[src/design/ir_pulse_width_capture_defines.svh]
// assertion macros shared by the capture block
`ifndef IR_PULSE_WIDTH_CAPTURE_DEFINES_SVH
`define IR_PULSE_WIDTH_CAPTURE_DEFINES_SVH

`ifndef ASSERT_OFF
// antecedent implies consequent in the same cycle
`define IRPWC_ASSERT_IMPLY(lbl, clk, rstn, ante, cons) \
    lbl: assert property (@(posedge clk) disable iff (!rstn) (ante) |-> (cons)) \
        else $error("ir_pulse_width_capture: check failed");
// condition holds on every enabled clock edge
`define IRPWC_ASSERT_ALWAYS(lbl, clk, rstn, cond) \
    lbl: assert property (@(posedge clk) disable iff (!rstn) (cond)) \
        else $error("ir_pulse_width_capture: check failed");
`else
`define IRPWC_ASSERT_IMPLY(lbl, clk, rstn, ante, cons)
`define IRPWC_ASSERT_ALWAYS(lbl, clk, rstn, cond)
`endif

`endif

[src/design/irpwc_pkg.sv]
package irpwc_pkg;

    // input command codes
    typedef enum logic [2:0] {
        CMD_TICK   = 3'd0,
        CMD_SAMPLE = 3'd1,
        CMD_CHAR   = 3'd2,
        CMD_READ   = 3'd3,
        CMD_ARM    = 3'd4
    } cmd_t;

    // configuration register indexes
    typedef enum logic [1:0] {
        CFG_DEVICE_MODE   = 2'd0,
        CFG_SENSE_SETTING = 2'd1,
        CFG_VIRTUAL_PULSE = 2'd2,
        CFG_TIMEOUT_US    = 2'd3
    } cfg_reg_t;

    localparam int unsigned CFG_INDEX_BITS = 2;

    // offset taken off the gap before a character event
    localparam int unsigned CHAR_OFFSET = 100;

    // timeout after reset, truncated to the timer width
    localparam logic [31:0] TIMEOUT_RESET = 32'd16_000_000;

    // fifo operation requested by one accepted word
    typedef struct packed {
        logic push_one;
        logic push_two;
        logic pop;
        logic clear;
    } fifo_req_t;

endpackage

[src/design/irpwc_ctrl.sv]
module irpwc_ctrl #(
    parameter int TIME_BITS = 24
) (
    input  logic                                 clk,
    input  logic                                 rst_n,
    input  logic                                 cfg_write,
    input  logic [irpwc_pkg::CFG_INDEX_BITS-1:0] cfg_index,
    input  logic [TIME_BITS-1:0]                 cfg_data,
    input  logic                                 step,
    input  logic [2:0]                           command,
    input  logic                                 line_level,
    output irpwc_pkg::fifo_req_t                 req,
    output logic [TIME_BITS:0]                   word_a,
    output logic [TIME_BITS:0]                   word_b,
    output logic                                 sense_now
);

    localparam logic [TIME_BITS-1:0] TIME_MAX = {TIME_BITS{1'b1}};
    localparam logic [TIME_BITS-1:0] OFFSET   = TIME_BITS'(irpwc_pkg::CHAR_OFFSET);
    localparam logic [TIME_BITS-1:0] TMO_RST  = TIME_BITS'(irpwc_pkg::TIMEOUT_RESET);

    logic                 device_mode_reg;
    logic [1:0]           sense_setting_reg;
    logic [TIME_BITS-1:0] virtual_pulse_reg;
    logic [TIME_BITS-1:0] timeout_us_reg;

    logic [TIME_BITS-1:0] elapsed_reg, elapsed_next;
    logic                 last_level_reg, last_level_next;
    logic                 sense_reg, sense_next;

    logic                 timed_out;
    logic [TIME_BITS-1:0] char_gap;

    assign timed_out = elapsed_reg > timeout_us_reg;
    assign char_gap  = (elapsed_reg > OFFSET) ? (elapsed_reg - OFFSET) : '0;
    assign sense_now = sense_reg;

    // configuration registers
    always_ff @(posedge clk or negedge rst_n)
    begin
        if (!rst_n)
        begin
            device_mode_reg   <= 1'b1;
            sense_setting_reg <= 2'd2;
            virtual_pulse_reg <= '0;
            timeout_us_reg    <= TMO_RST;
        end
        else if (cfg_write)
        begin
            unique case (irpwc_pkg::cfg_reg_t'(cfg_index))
                irpwc_pkg::CFG_DEVICE_MODE:   device_mode_reg   <= cfg_data[0];
                irpwc_pkg::CFG_SENSE_SETTING: sense_setting_reg <= cfg_data[1:0];
                irpwc_pkg::CFG_VIRTUAL_PULSE: virtual_pulse_reg <= cfg_data;
                irpwc_pkg::CFG_TIMEOUT_US:    timeout_us_reg    <= cfg_data;
            endcase
        end
    end

    // command decode: timer, level tracking and fifo requests
    always_comb
    begin
        req             = '0;
        word_a          = '0;
        word_b          = '0;
        elapsed_next    = elapsed_reg;
        last_level_next = last_level_reg;
        sense_next      = sense_reg;
        if (step)
        begin
            unique case (irpwc_pkg::cmd_t'(command))
                irpwc_pkg::CMD_TICK:
                begin
                    if (elapsed_reg != TIME_MAX)
                    begin
                        elapsed_next = elapsed_reg + 1'b1;
                    end
                end
                irpwc_pkg::CMD_SAMPLE:
                begin
                    if (device_mode_reg && (line_level != last_level_reg))
                    begin
                        last_level_next = line_level;
                        // a too long gap means the sense was wrong if it matches
                        if (timed_out && (line_level == sense_reg))
                        begin
                            sense_next = ~sense_reg;
                        end
                        word_a       = {line_level == sense_next,
                                        timed_out ? TIME_MAX : elapsed_reg};
                        req.push_one = 1'b1;
                        elapsed_next = '0;
                    end
                end
                irpwc_pkg::CMD_CHAR:
                begin
                    if (!device_mode_reg)
                    begin
                        word_a       = {1'b0, char_gap};
                        word_b       = {1'b1, virtual_pulse_reg};
                        req.push_one = 1'b1;
                        req.push_two = 1'b1;
                        elapsed_next = '0;
                    end
                end
                irpwc_pkg::CMD_READ:
                begin
                    req.pop = 1'b1;
                end
                irpwc_pkg::CMD_ARM:
                begin
                    req.clear       = 1'b1;
                    elapsed_next    = '0;
                    last_level_next = line_level;
                    sense_next      = sense_setting_reg[1] ? line_level
                                                           : sense_setting_reg[0];
                end
                default:
                begin
                end
            endcase
        end
    end

    // timer and level state
    always_ff @(posedge clk or negedge rst_n)
    begin
        if (!rst_n)
        begin
            elapsed_reg    <= '0;
            last_level_reg <= 1'b0;
            sense_reg      <= 1'b0;
        end
        else
        begin
            elapsed_reg    <= elapsed_next;
            last_level_reg <= last_level_next;
            sense_reg      <= sense_next;
        end
    end

endmodule

[config.mk]
export PLATFORM = sky130hd
export DESIGN_NAME = irpwc_ctrl
export DESIGN_NICKNAME = d
export VERILOG_FILES = /design/src/design/ir_pulse_width_capture_defines.svh /design/src/design/irpwc_pkg.sv /design/src/design/irpwc_ctrl.sv
export SDC_FILE = /design/constraint.sdc
export NUM_CORES = 1
export LEC_CHECK = 0
export ABC_CLOCK_PERIOD_IN_PS = 3300
export BUFFER_PORTS_ARGS = -buffer_cell sky130_fd_sc_hd__buf_2
export CORE_MARGIN = 4
export CORE_UTILIZATION = 50
export DETAILED_ROUTE_END_ITERATION = 12
export PLACE_DENSITY_LB_ADDON = 0.25
export SKIP_LAST_GASP = 1
export SYNTH_ARGS = -nofsm -noshare
export SYNTH_HDL_FRONTEND = slang
export SYNTH_SLANG_ARGS = --single-unit
[constraint.sdc]
create_clock -name clk -period 3.3 [get_ports clk]
set_input_delay 0.495 -clock clk [delete_from_list [all_inputs] [get_ports clk]]
set_output_delay 0.495 -clock clk [all_outputs]
set_load 0.01 [all_outputs]
==> key figures <==
Global route
  • Largest net degree at the start of global routing: 78
  • Initial antenna violation count: 0
  • Vias in the first global route: 4549
  • First-pass GRT wire length: 21500 microns
  • Global route overflow: 0
  • Total track usage: 0.224

CTS
  • Root buf cell: clkbuf_8
  • Skew-Pair Late Insertion Delay: 340 ps
  • Max H-tree Level: 3
  • Number of clock sinks: 77
  • CTS clk-pin slew, worst paths: 80 ps
  • Cts-stage hold buffer count: 0
  • TritonCTS buffer count: 9
  • Maximum clock path buffer count: 2
  • CTS tree: built

Floorplan
  • Row cnt: 37
  • Die Span Y: 110 microns
  • Initial Util: 0.511
  • IO Count: 89
  • Die width: 110 microns
  • Core ar.: 10200 sq um
  • Die Footprint: 12100 sq um

Layout
  • Antenna fix cells: 0
  • Layout area overhead: 17.5%
  • Final nets: 719
  • Share of cells above drive strength 1: 0.331

Timing
  • RSZ-0062 raised after global routing: yes
  • Max_slew headroom: 0.347
  • Fmax: 317 MHz
  • Pins Over Slew Limit: 0
  • Final Hold Vio Count: 0
  • Hold slack: 381 ps
  • Worst Clk Skew: 12.0 ps
  • Setup-failing EPs final: 0
  • Final cycle utilization of the critical path: 0.955
  • Worst-Margin Slew: 980 ps
  • Final worst path period need: 3150 ps

Yosys
  • Seq/Total Area, Yosys: 0.371
  • Ys async rst share: 1.00
  • Number of unique standard cell types used by synthesis: 56
  • Most frequent cell after synthesis: dfrtp_1
  • Post-Syn Area per Cell: 9.15 sq um
  • Syn nets: 634
  • Cell Area, Synth: 5220 sq um
  • Ys Warns: 0
  • Cell count after synthesis: 571
  • Top_reg_cell synth: dfrtp_1
  • Number of synthesized flops with an enable pin: 0
  • Cell taking the most area after synthesis: dfrtp_1
  • Flops & latches, synth: 77
  • Synth top area cells: dfrtp_1, mux2_2, ha_1
  • Commonest cells post-synth: dfrtp_1, mux2_2, clkbuf_1, o21ai_0, a21oi_1
  • Top cell type's share of synthesized area: 0.326

Routing
  • Post-Route WL: 13000 microns
  • Drt first-iter violations: 260
  • # DRC: 0
  • Drt via density: 5.82
  • Via count: 4642
  • Routed Antenna Nets: 0
  • DRT Pass-1 Iters: 4
  • Wire per inst: 16.3 microns

Worst setup path
  • R2r setup slk: 480 ps
  • Kind of critical path: reg -> out
  • Critical Path Fanout Max: 7
  • CP required: 2800 ps
  • Worst endpoint data arrival time: 2660 ps
  • Reg2reg start: elapsed_reg[1]
  • Setup crit end kind: output port
  • CP startpoint kind: flop
  • Worst r2r dst: elapsed_reg[16]
  • Reg2reg path depth: 7

Power and ir drop
  • Sw Share: 0.311
  • Switching Power: 806 uW
  • Pwr dens: 423 nW/um^2
  • Clock group share of total power: 0.271
  • Seq pwr share: 0.466
  • Internal: 1.79 mW
  • Pwr Total: 2.59 mW
  • Combinational Power Share: 0.263
  • Leakage power: 2.89 nW
  • Peak VDD IR: 0.262 mV

Flow run
  • # Max-Cap Violations: 0

Placement
  • GPL Wtd Cong: 0.898
  • # port buffers: 88
  • Hpwl dp: 9640 microns

Outcome
  • Status: finished clean

Min path
  • Worst Hold Class: in -> async
==> per-layer routing <==
layer  share of wire  wire length, microns  GRT usage
met4           0.018                   236     0.0624
met5               0                     0          0
met3           0.057                   740     0.0384
met1            0.43                  5580      0.290
met2            0.49                  6410      0.386
==> through the flow <==
| step | worst slack (ps) | setup TNS, ps | cells | area, sq um | utilization |
|---|---|---|---|---|---|
| after floorplan | 385 | 0 | 571 | 5220 | - |
| after global placement | 301 | 0 | 776 | 5860 | 0.573 |
| after detailed placement | 246 | 0 | 776 | 5860 | 0.573 |
| after CTS | -3.78 | -3.78 | 797 | 6100 | 0.597 |
| after global routing | -10.0 | -10.0 | 797 | 6140 | 0.600 |
| final | 147 | 0 | 797 | 6140 | 0.600 |
==> kinds of logic (layout without fill, tap and decap cells) <==
family                     Yosys count  count (layout)  synth area share
and+or+nand+nor                    182             182             0.194
AOI/OAI and AO/OA                  142             142             0.171
buffers and inverters               78             168            0.0628
DFF                                 77              77             0.371
muxes                               56              56             0.120
adders and majority gates           29              29            0.0695
xor gates and xnor gates             7               7            0.0117
==> worst max-delay path by stage <==
stage                       start          to
2_1_floorplan      elapsed_reg[3]  word_a[10]
4_1_cts           elapsed_reg[19]  word_a[13]
5_1_grt        timeout_us_reg[23]  word_a[20]
3_3_place_gp      elapsed_reg[17]  word_a[13]
6_report          elapsed_reg[23]  word_a[19]
3_5_place_dp      elapsed_reg[19]  word_a[13]
==> power groups by stage <==
stage	Combinational [mW]	Sequential [mW]	Clock (mW)
CTS	0.681	1.21	0.723
global placement	0.642	1.22	0
detailed placement	0.672	1.23	0
floorplan	0.482	1.19	0
global route	0.775	1.23	0.765
finish	0.682	1.21	0.703
==> layout by cell type (no fill, tap or decap), drive strengths merged, types with 10 or more instances in the layout <==
cell / count
o31ai: 15
inv: 29
buf: 123
and3: 31
a21oi: 32
nor3: 10
ha: 29
nand2: 31
o21ai: 55
mux2: 53
dfrtp: 68
nor2: 30
nand3: 15
clkbuf: 12
nor4: 15
==> critical path, cell delays in order, from the launching register on <==
cell	delay, ps
dfrtp_1	380
or4_1	520
or4_4	470
o31ai_4	240
buf_6	150
buf_4	130
o21ai_1	70
a21oi_1	150
o21ai_1	70
buf_2	150
==> layout make-up <==
class | count | area [sq um]
Inverter | 29 | 109
Clock buffer | 12 | 145
Sequential cell | 77 | 1940
Tap cell | 136 | 170
Fill cell | 912 | 4090
Clock inverter | 4 | 48.8
Timing Repair Buffer | 123 | 732
Multi-Input combinational cell | 416 | 2990
==> repair_timing <==
item	in CTS	in global routing
endpoints found under the hold margin	0	0
setup endpoints to repair	19	25
resized for setup	0	11
setup buffers	5	0
pin swaps	2	6
gates cloned	0	0
(Power assumes the default switching activity.)
